**src/dmsd_pkg.sv**
```systemverilog
// ----------------------------------------------------------------------------
// dmsd_pkg
// Shared types and constants for the dual motor / servo command driver.
// ----------------------------------------------------------------------------
package dmsd_pkg;

    // sequencer states
    typedef enum logic [2:0] {
        ST_IDLE,
        ST_MUL_ANG,
        ST_DIV180,
        ST_CLAMP,
        ST_SCALE,
        ST_DIV625,
        ST_STORE,
        ST_OUT
    } state_t;

    // command ids
    localparam logic [7:0] CMD_MOTOR1 = 8'd1;
    localparam logic [7:0] CMD_MOTOR2 = 8'd2;
    localparam logic [7:0] CMD_SERVO1 = 8'd3;
    localparam logic [7:0] CMD_SERVO2 = 8'd4;

    // motor direction codes
    localparam logic [7:0] DIR_FWD    = 8'hF0;
    localparam logic [7:0] DIR_REV    = 8'hFF;
    localparam logic [7:0] DIR_STOP_A = 8'h0F;
    localparam logic [7:0] DIR_STOP_B = 8'h00;

    // configuration register indexes
    localparam int unsigned CFG_IDX_W = 2;
    localparam logic [CFG_IDX_W-1:0] REG_MIN_PULSE = 2'd0;
    localparam logic [CFG_IDX_W-1:0] REG_MAX_PULSE = 2'd1;

    localparam int unsigned PULSE_W = 15;
    localparam logic [PULSE_W-1:0] MIN_PULSE_RST = 15'd544;
    localparam logic [PULSE_W-1:0] MAX_PULSE_RST = 15'd2400;

    localparam logic [7:0] ANGLE_MAX = 8'd180;

    // shared multiplier operand / product widths
    localparam int unsigned MUL_A_W = 26;
    localparam int unsigned MUL_B_W = 27;
    localparam int unsigned PROD_W  = MUL_A_W + MUL_B_W;

    // x / 180 = (x * RECIP_180) >> 31, exact for x < 2**23
    localparam logic [23:0] RECIP_180 = 24'd11930465;
    localparam int unsigned Q180_LSB  = 31;

    // pulse * 65535 / 20000 = ((pulse * 65535) >> 5) / 625
    localparam logic [15:0] DUTY_FULL    = 16'hFFFF;
    localparam int unsigned PERIOD_SHIFT = 5;
    // x / 625 = (x * RECIP_625) >> 36, exact for x < 2**26
    localparam logic [26:0] RECIP_625 = 27'd109951163;
    localparam int unsigned Q625_LSB  = 36;

endpackage

```
**src/dual_motor_servo_command_driver.sv**
```systemverilog
// ----------------------------------------------------------------------------
// dual_motor_servo_command_driver
// Command packet decoder driving two H-bridges and two servo pwm duties.
// ----------------------------------------------------------------------------
// Input channel (s_*): one item per command packet (id, two argument bytes).
// Ids 1/2 update a motor speed, ids 3/4 store a servo angle, others only
// report. Result channel (m_*): one item per input item holding both bridge
// direction legs and duties and both 16-bit servo duties.
// Config port: cfg_wr_en/cfg_index/cfg_data set the min/max servo pulse
// widths; write only while the block is idle.
// Sequencing: once the item is taken, a shared 26x27 multiplier is
// sequenced through six steps per servo (angle scale, divide by 180, clamp,
// scale to duty, divide by 625, store), and then m_valid rises. s_ready is
// high only when idle, so a new item is not taken until the result has been
// accepted on the m_* channel.
// A stalled result holds on the m_* ports until taken; no new item enters.
// Reset clears speeds and angles and loads pulse limits 544 us and 2400 us.
// ----------------------------------------------------------------------------
module dual_motor_servo_command_driver (
    input  logic        aclk,
    input  logic        aresetn,

    input  logic        cfg_wr_en,
    input  logic [1:0]  cfg_index,
    input  logic [14:0] cfg_data,

    input  logic        s_valid,
    output logic        s_ready,
    input  logic [7:0]  s_command,
    input  logic [7:0]  s_arg_first,
    input  logic [7:0]  s_arg_second,

    output logic        m_valid,
    input  logic        m_ready,
    output logic        m_m1_forward,
    output logic        m_m1_reverse,
    output logic [7:0]  m_m1_duty,
    output logic        m_m2_forward,
    output logic        m_m2_reverse,
    output logic [7:0]  m_m2_duty,
    output logic [15:0] m_servo1_duty,
    output logic [15:0] m_servo2_duty
);

    dmsd_pkg::state_t state_reg, state_next;

    logic [14:0] min_pulse_reg, max_pulse_reg;
    logic signed [8:0] m1_speed_reg, m2_speed_reg;
    logic signed [8:0] speed_cur, speed_upd;
    logic [7:0]  s1_angle_reg, s2_angle_reg;
    logic        sel_reg;
    logic [14:0] pulse_reg;
    logic [15:0] s1_duty_reg, s2_duty_reg;
    logic [dmsd_pkg::PROD_W-1:0]  prod_reg;

    logic [dmsd_pkg::MUL_A_W-1:0] mul_a;
    logic [dmsd_pkg::MUL_B_W-1:0] mul_b;
    logic [dmsd_pkg::PROD_W-1:0]  mul_p;

    logic        accept;
    logic [7:0]  angle_sel, deg;
    logic signed [15:0] diff;
    logic        diff_neg;
    logic [14:0] diff_abs;
    logic [14:0] quot;
    logic signed [16:0] lo_s, hi_s, q_s, pulse_raw;
    logic [14:0] pulse_clamp;
    logic [16:0] duty_raw;
    logic [15:0] duty_sat;

    assign accept = s_valid && s_ready;

    // ---------------- next state ----------------
    always_comb begin
        state_next = state_reg;
        case (state_reg)
            dmsd_pkg::ST_IDLE:    if (s_valid) state_next = dmsd_pkg::ST_MUL_ANG;
            dmsd_pkg::ST_MUL_ANG: state_next = dmsd_pkg::ST_DIV180;
            dmsd_pkg::ST_DIV180:  state_next = dmsd_pkg::ST_CLAMP;
            dmsd_pkg::ST_CLAMP:   state_next = dmsd_pkg::ST_SCALE;
            dmsd_pkg::ST_SCALE:   state_next = dmsd_pkg::ST_DIV625;
            dmsd_pkg::ST_DIV625:  state_next = dmsd_pkg::ST_STORE;
            dmsd_pkg::ST_STORE: begin
                state_next = sel_reg ? dmsd_pkg::ST_OUT : dmsd_pkg::ST_MUL_ANG;
            end
            dmsd_pkg::ST_OUT:     if (m_ready) state_next = dmsd_pkg::ST_IDLE;
            default:              state_next = dmsd_pkg::ST_IDLE;
        endcase
    end

    // ---------------- outputs and multiplier operands ----------------
    always_comb begin
        s_ready = 1'b0;
        m_valid = 1'b0;
        mul_a   = '0;
        mul_b   = '0;
        case (state_reg)
            dmsd_pkg::ST_IDLE: s_ready = 1'b1;
            dmsd_pkg::ST_MUL_ANG: begin
                mul_a = {11'b0, diff_abs};
                mul_b = {19'b0, deg};
            end
            dmsd_pkg::ST_DIV180: begin
                mul_a = {3'b0, prod_reg[22:0]};
                mul_b = {3'b0, dmsd_pkg::RECIP_180};
            end
            dmsd_pkg::ST_SCALE: begin
                mul_a = {11'b0, pulse_reg};
                mul_b = {11'b0, dmsd_pkg::DUTY_FULL};
            end
            dmsd_pkg::ST_DIV625: begin
                mul_a = prod_reg[dmsd_pkg::PERIOD_SHIFT +: dmsd_pkg::MUL_A_W];
                mul_b = dmsd_pkg::RECIP_625;
            end
            dmsd_pkg::ST_OUT: m_valid = 1'b1;
            default: ;
        endcase
    end

    // shared multiplier
    assign mul_p = dmsd_pkg::PROD_W'(mul_a) * dmsd_pkg::PROD_W'(mul_b);

    // ---------------- servo datapath ----------------
    assign angle_sel = sel_reg ? s2_angle_reg : s1_angle_reg;
    assign deg       = (angle_sel > dmsd_pkg::ANGLE_MAX) ? dmsd_pkg::ANGLE_MAX : angle_sel;
    assign diff      = $signed({1'b0, max_pulse_reg}) - $signed({1'b0, min_pulse_reg});
    assign diff_neg  = diff[15];
    assign diff_abs  = diff_neg ? 15'(-diff) : diff[14:0];

    assign quot      = prod_reg[dmsd_pkg::Q180_LSB +: 15];
    assign lo_s      = $signed({2'b0, min_pulse_reg});
    assign hi_s      = $signed({2'b0, max_pulse_reg});
    assign q_s       = $signed({2'b0, quot});
    // division truncates toward zero, so negate the magnitude quotient
    assign pulse_raw = diff_neg ? (lo_s - q_s) : (lo_s + q_s);

    always_comb begin
        if (pulse_raw < lo_s) begin
            pulse_clamp = min_pulse_reg;
        end else if (pulse_raw > hi_s) begin
            pulse_clamp = max_pulse_reg;
        end else begin
            pulse_clamp = pulse_raw[14:0];
        end
    end

    assign duty_raw = prod_reg[dmsd_pkg::Q625_LSB +: 17];
    assign duty_sat = duty_raw[16] ? dmsd_pkg::DUTY_FULL : duty_raw[15:0];

    // ---------------- motor speed update ----------------
    assign speed_cur = (s_command == dmsd_pkg::CMD_MOTOR2) ? m2_speed_reg : m1_speed_reg;

    always_comb begin
        case (s_arg_first)
            dmsd_pkg::DIR_FWD:    speed_upd = $signed({1'b0, s_arg_second});
            dmsd_pkg::DIR_REV:    speed_upd = 9'sd0 - $signed({1'b0, s_arg_second});
            dmsd_pkg::DIR_STOP_A,
            dmsd_pkg::DIR_STOP_B: speed_upd = 9'sd0;
            default:              speed_upd = speed_cur;
        endcase
    end

    // ---------------- registers ----------------
    always_ff @(posedge aclk) begin
        if (!aresetn) begin
            state_reg     <= dmsd_pkg::ST_IDLE;
            min_pulse_reg <= dmsd_pkg::MIN_PULSE_RST;
            max_pulse_reg <= dmsd_pkg::MAX_PULSE_RST;
            m1_speed_reg  <= '0;
            m2_speed_reg  <= '0;
            s1_angle_reg  <= '0;
            s2_angle_reg  <= '0;
            sel_reg       <= 1'b0;
        end else begin
            state_reg <= state_next;
            if (cfg_wr_en) begin
                if (cfg_index == dmsd_pkg::REG_MIN_PULSE) min_pulse_reg <= cfg_data;
                if (cfg_index == dmsd_pkg::REG_MAX_PULSE) max_pulse_reg <= cfg_data;
            end
            if (accept) begin
                sel_reg <= 1'b0;
                case (s_command)
                    dmsd_pkg::CMD_MOTOR1: m1_speed_reg <= speed_upd;
                    dmsd_pkg::CMD_MOTOR2: m2_speed_reg <= speed_upd;
                    dmsd_pkg::CMD_SERVO1: s1_angle_reg <= s_arg_first;
                    dmsd_pkg::CMD_SERVO2: s2_angle_reg <= s_arg_first;
                    default: ;
                endcase
            end
            if (state_reg == dmsd_pkg::ST_STORE) sel_reg <= 1'b1;
        end
    end

    // payload registers
    always_ff @(posedge aclk) begin
        case (state_reg)
            dmsd_pkg::ST_MUL_ANG,
            dmsd_pkg::ST_DIV180,
            dmsd_pkg::ST_SCALE,
            dmsd_pkg::ST_DIV625: prod_reg <= mul_p;
            dmsd_pkg::ST_CLAMP:  pulse_reg <= pulse_clamp;
            dmsd_pkg::ST_STORE: begin
                if (sel_reg) s2_duty_reg <= duty_sat;
                else s1_duty_reg <= duty_sat;
            end
            default: ;
        endcase
    end

    // ---------------- result ports ----------------
    assign m_m1_forward  = (m1_speed_reg > 9'sd0);
    assign m_m1_reverse  = m1_speed_reg[8];
    assign m_m1_duty     = m1_speed_reg[8] ? 8'(-m1_speed_reg) : m1_speed_reg[7:0];
    assign m_m2_forward  = (m2_speed_reg > 9'sd0);
    assign m_m2_reverse  = m2_speed_reg[8];
    assign m_m2_duty     = m2_speed_reg[8] ? 8'(-m2_speed_reg) : m2_speed_reg[7:0];
    assign m_servo1_duty = s1_duty_reg;
    assign m_servo2_duty = s2_duty_reg;

endmodule

```
**config.mk**
```make
export PLATFORM = sky130hd
export DESIGN_NAME = dual_motor_servo_command_driver
export DESIGN_NICKNAME = d
export VERILOG_FILES = /design/src/dmsd_pkg.sv /design/src/dual_motor_servo_command_driver.sv
export SDC_FILE = /design/constraint.sdc
export NUM_CORES = 2
export LEC_CHECK = 0
export BUFFER_PORTS_ARGS = -buffer_cell sky130_fd_sc_hd__clkbuf_2
export CAP_MARGIN = 20
export CORE_MARGIN = 2
export CORE_UTILIZATION = 45
export DETAILED_ROUTE_END_ITERATION = 10
export GPL_ROUTABILITY_DRIVEN = 0
export PLACE_DENSITY_LB_ADDON = 0.12
export SLEW_MARGIN = 0
export SYNTH_ARGS = -nofsm -noshare
export SYNTH_HDL_FRONTEND = slang
export SYNTH_SLANG_ARGS = --single-unit
export TNS_END_PERCENT = 30
```
**constraint.sdc**
```tcl
create_clock -name aclk -period 10.92 [get_ports aclk]
set_input_delay 1.638 -clock aclk [delete_from_list [all_inputs] [get_ports aclk]]
set_output_delay 1.638 -clock aclk [all_outputs]
set_load 0.05 [all_outputs]
```
==> flow_metrics.tcl <==
set metrics [dict create \
    synth_top_family_by_area "adder cells" \
    ys_types 86 \
    ir_drop_uv 257.6 \
    cts_inserted_buffers 17 \
    setup_violations 0 \
    cts_hold_buffers 0 \
    yosys-mux-area-fraction_pct 2.143 \
    yosys.area_share.simple_pct 11.43 \
    drt_pass1_iterations 5 \
    synth_compound_area_share_pct 9.171 \
    syn_area_sq_um 30760 \
    cts_max_level 4 \
    clock-sinks 168 \
    grt_pass1_vias 24592 \
    ys.warnings.count 0 \
    sequential_cell_area_sq_um 4364 \
    async_flop_share_pct 0 \
    rr_worst_depth 32 \
    dp_cells 4284 \
    io_buffers 99 \
    cpMostUsedCell "fa_1" \
    fmax_mhz 97.18 \
    io_pins 100 \
    power.share.sequential_pct 15.7 \
    power_frac_clock_pct 8.7 \
    hold_viol 0 \
    rows 95 \
    comb_power_share_pct 75.6 \
    hold_start "max_pulse_reg[0]" \
    worstPathRequired_ps 11110 \
    synthAdderAreaFrac_pct 48.43 \
    ys_seq_area_share_pct 14.19 \
    vias 23031 \
    synth-xor-area-share_pct 2.961 \
    stdcell_count 4320 \
    powerDensity_nw_per_um2 213.2 \
    crit_path_start_kind "flop" \
    cts_tree "done" \
    min_period_over_period_pct 94.23 \
    worstSkewPairLatency_ps 460 \
    dieArea_sq_um 70470 \
    grt.total_usage_pct 26.44 \
    routed_wl_mm 88.97 \
    holdPathEnd "max_pulse_reg[0]" \
    core_area_sq_um 67400 \
    drt-initial-drc-count 1555 \
    worst_pin_slew_ps 1252 \
    vias_per_cell 5.331 \
    synth-edff-count 100 \
    ys_ff_latch 168 \
    regToRegEndpoint "prod_reg[49]" \
    worst-r2r-setup-slack_ps 630 \
    clock_skew_ps 14.36 \
    largest_register_ffs 53 \
    cts_setup_buffers 0 \
    drc 0 \
    final_antenna_net_count 0 \
    crit_path_max_fanout 7 \
    slew_headroom_pct 16.54 \
    grt_pass1_wl_mm 141.0 \
    leakagePower_nw 17.00 \
    dpl.hpwl_mm 77.64 \
    routedWlPerCell_microns 20.59 \
    drive_gt1_share_pct 6.678 \
    multi_input_area_sq_um 23030 \
    syn2layout_area_growth_pct 7.467 \
    nNetsFinal 4339 \
    holdPathStages 2 \
    mostFrequentLayoutCell "inv_1" \
    cp_data_arrival_time_ps 10480 \
    root_buffer "clkbuf_16" \
    start_util_pct 45.65 \
    crit_slowest_cell "a31oi_1" \
    critical_path_class "flop to flop" \
    internal-power_w 0.003284 \
    fillers 6455 \
    post_cts_resized 0 \
    synthFlopType "edfxtp_1" \
    drv_slew 0 \
    crit-reg2reg-launch "min_pulse_reg[1]" \
    syn_inst 3310 \
    status "complete, no violations" \
    grt_max_degree 54 \
    die_w_microns 265.5 \
    rsz0062_at_grt "no" \
    clk_path_buf_depth 2 \
    grt_overflow 0 \
    grt_antenna_before_repair 4 \
    holdCritPathClass "flop to flop" \
    final_cell_mix "inv_1, fa_1, ha_1" \
    maxCapViolCount 0 \
    cts.clk_slew.worst_paths_ps 70 \
    syn_area_per_cell_sq_um 9.294 \
    period_minus_slack_ps 10290 \
    cp-end-kind "flop" \
    critPathTopFamily "adder cells" \
    switching_power_w 0.003765 \
    max_stage_delay_ps 700 \
    dieHeight_microns 265.5 \
    setup_tns_ps 0 \
    critPathBufInv 5 \
    sw_frac_of_total_pct 53.41 \
]
==> per-stage QoR <==
stage	total power (W)	area (sq um)	setup WS [ps]	util, %	hold WS [ps]
floorplan	0.004725	30950	2071	-	460.9
global placement	0.006262	32450	961.2	48.14	480.7
detailed placement	0.006359	32470	755.0	48.19	484.8
CTS	0.007022	33040	711.2	49.03	494.4
global route	0.007691	33050	34.78	49.04	528.3
finish	0.007049	33060	630.2	49.06	492.1
==> how the worst max path moves through the flow <==
stage                           startpoint           end  slack, ps  depth (start not counted)
after floorplan           min_pulse_reg[1]  prod_reg[52]       2070                         33
after global placement    min_pulse_reg[1]  prod_reg[52]        960                         33
after detailed placement  min_pulse_reg[1]  prod_reg[52]        750                         33
after CTS                 min_pulse_reg[1]  prod_reg[52]        710                         33
after global routing      min_pulse_reg[1]  prod_reg[52]         30                         33
final                     min_pulse_reg[1]  prod_reg[49]        630                         32
==> power by group through the flow <==
stage / logic (W) / registers, W / clock network (W)
3_5_place_dp: 0.00524 / 0.00112 / 0
3_3_place_gp: 0.00514 / 0.00112 / 0
5_1_grt: 0.00593 / 0.00111 / 0.000654
2_1_floorplan: 0.00372 / 0.00101 / 0
4_1_cts: 0.00529 / 0.00111 / 0.000630
6_report: 0.00533 / 0.00111 / 0.000616
==> synth_stat cells, drive strengths merged (54+ instances only) <==
cell type | count | share of area [%]
o21ai | 80 | 1.3
xnor2 | 71 | 2.0
mux2i | 61 | 2.0
ha | 314 | 13
fa | 548 | 36
nand2 | 274 | 3.3
dfxtp | 68 | 4.4
and3 | 55 | 1.1
edfxtp | 100 | 9.8
clkbuf | 54 | 0.66
nor2 | 152 | 1.9
a21oi | 128 | 2.1
inv | 873 | 11
==> worst reg2reg max path: cells and delay by family (launching register included) <==
kind,cells,cell delay (ps)
adder cells (fa/ha/maj),9,4330
AND/OR/NAND/NOR,2,450
XOR/XNOR,2,580
flip-flops,1,470
multiplexers,1,450
AO/OA/AOI/OAI,13,3340
buffers and inverters,5,380
==> area by class of cell <==
type / instances / share of cell area, %
well taps: 873 / 3.304
clock buffers: 24 / 1.461
flip-flops and latches: 168 / 13.20
diodes: 3 / 0.02271
repair buffers: 126 / 2.161
multi-input cells: 2244 / 69.67
clock inverters: 8 / 0.2573
inverters: 874 / 9.923
==> metal layers <==
layer,track usage (%),wire length [microns],vias up
met4,6.978,2086,2
met3,4.721,6554,102
met1,37.15,39490,11693
met2,42.22,40820,742
li1,-,-,10492
met5,0,13,-
==> kinds of logic (layout without fill, tap and decap cells) <==
group                      count (synthesis)  count (layout)
other                                      2              54
adders and majority gates                862             862
DFF                                      168             168
buffers and inverters                    947            1032
and+or+nand+nor                          735             735
AOI/OAI and AO/OA                        427             427
xor gates and xnor gates                 104             104
muxes                                     65              65
No activity file was read; power rests on OpenSTA's default activity.
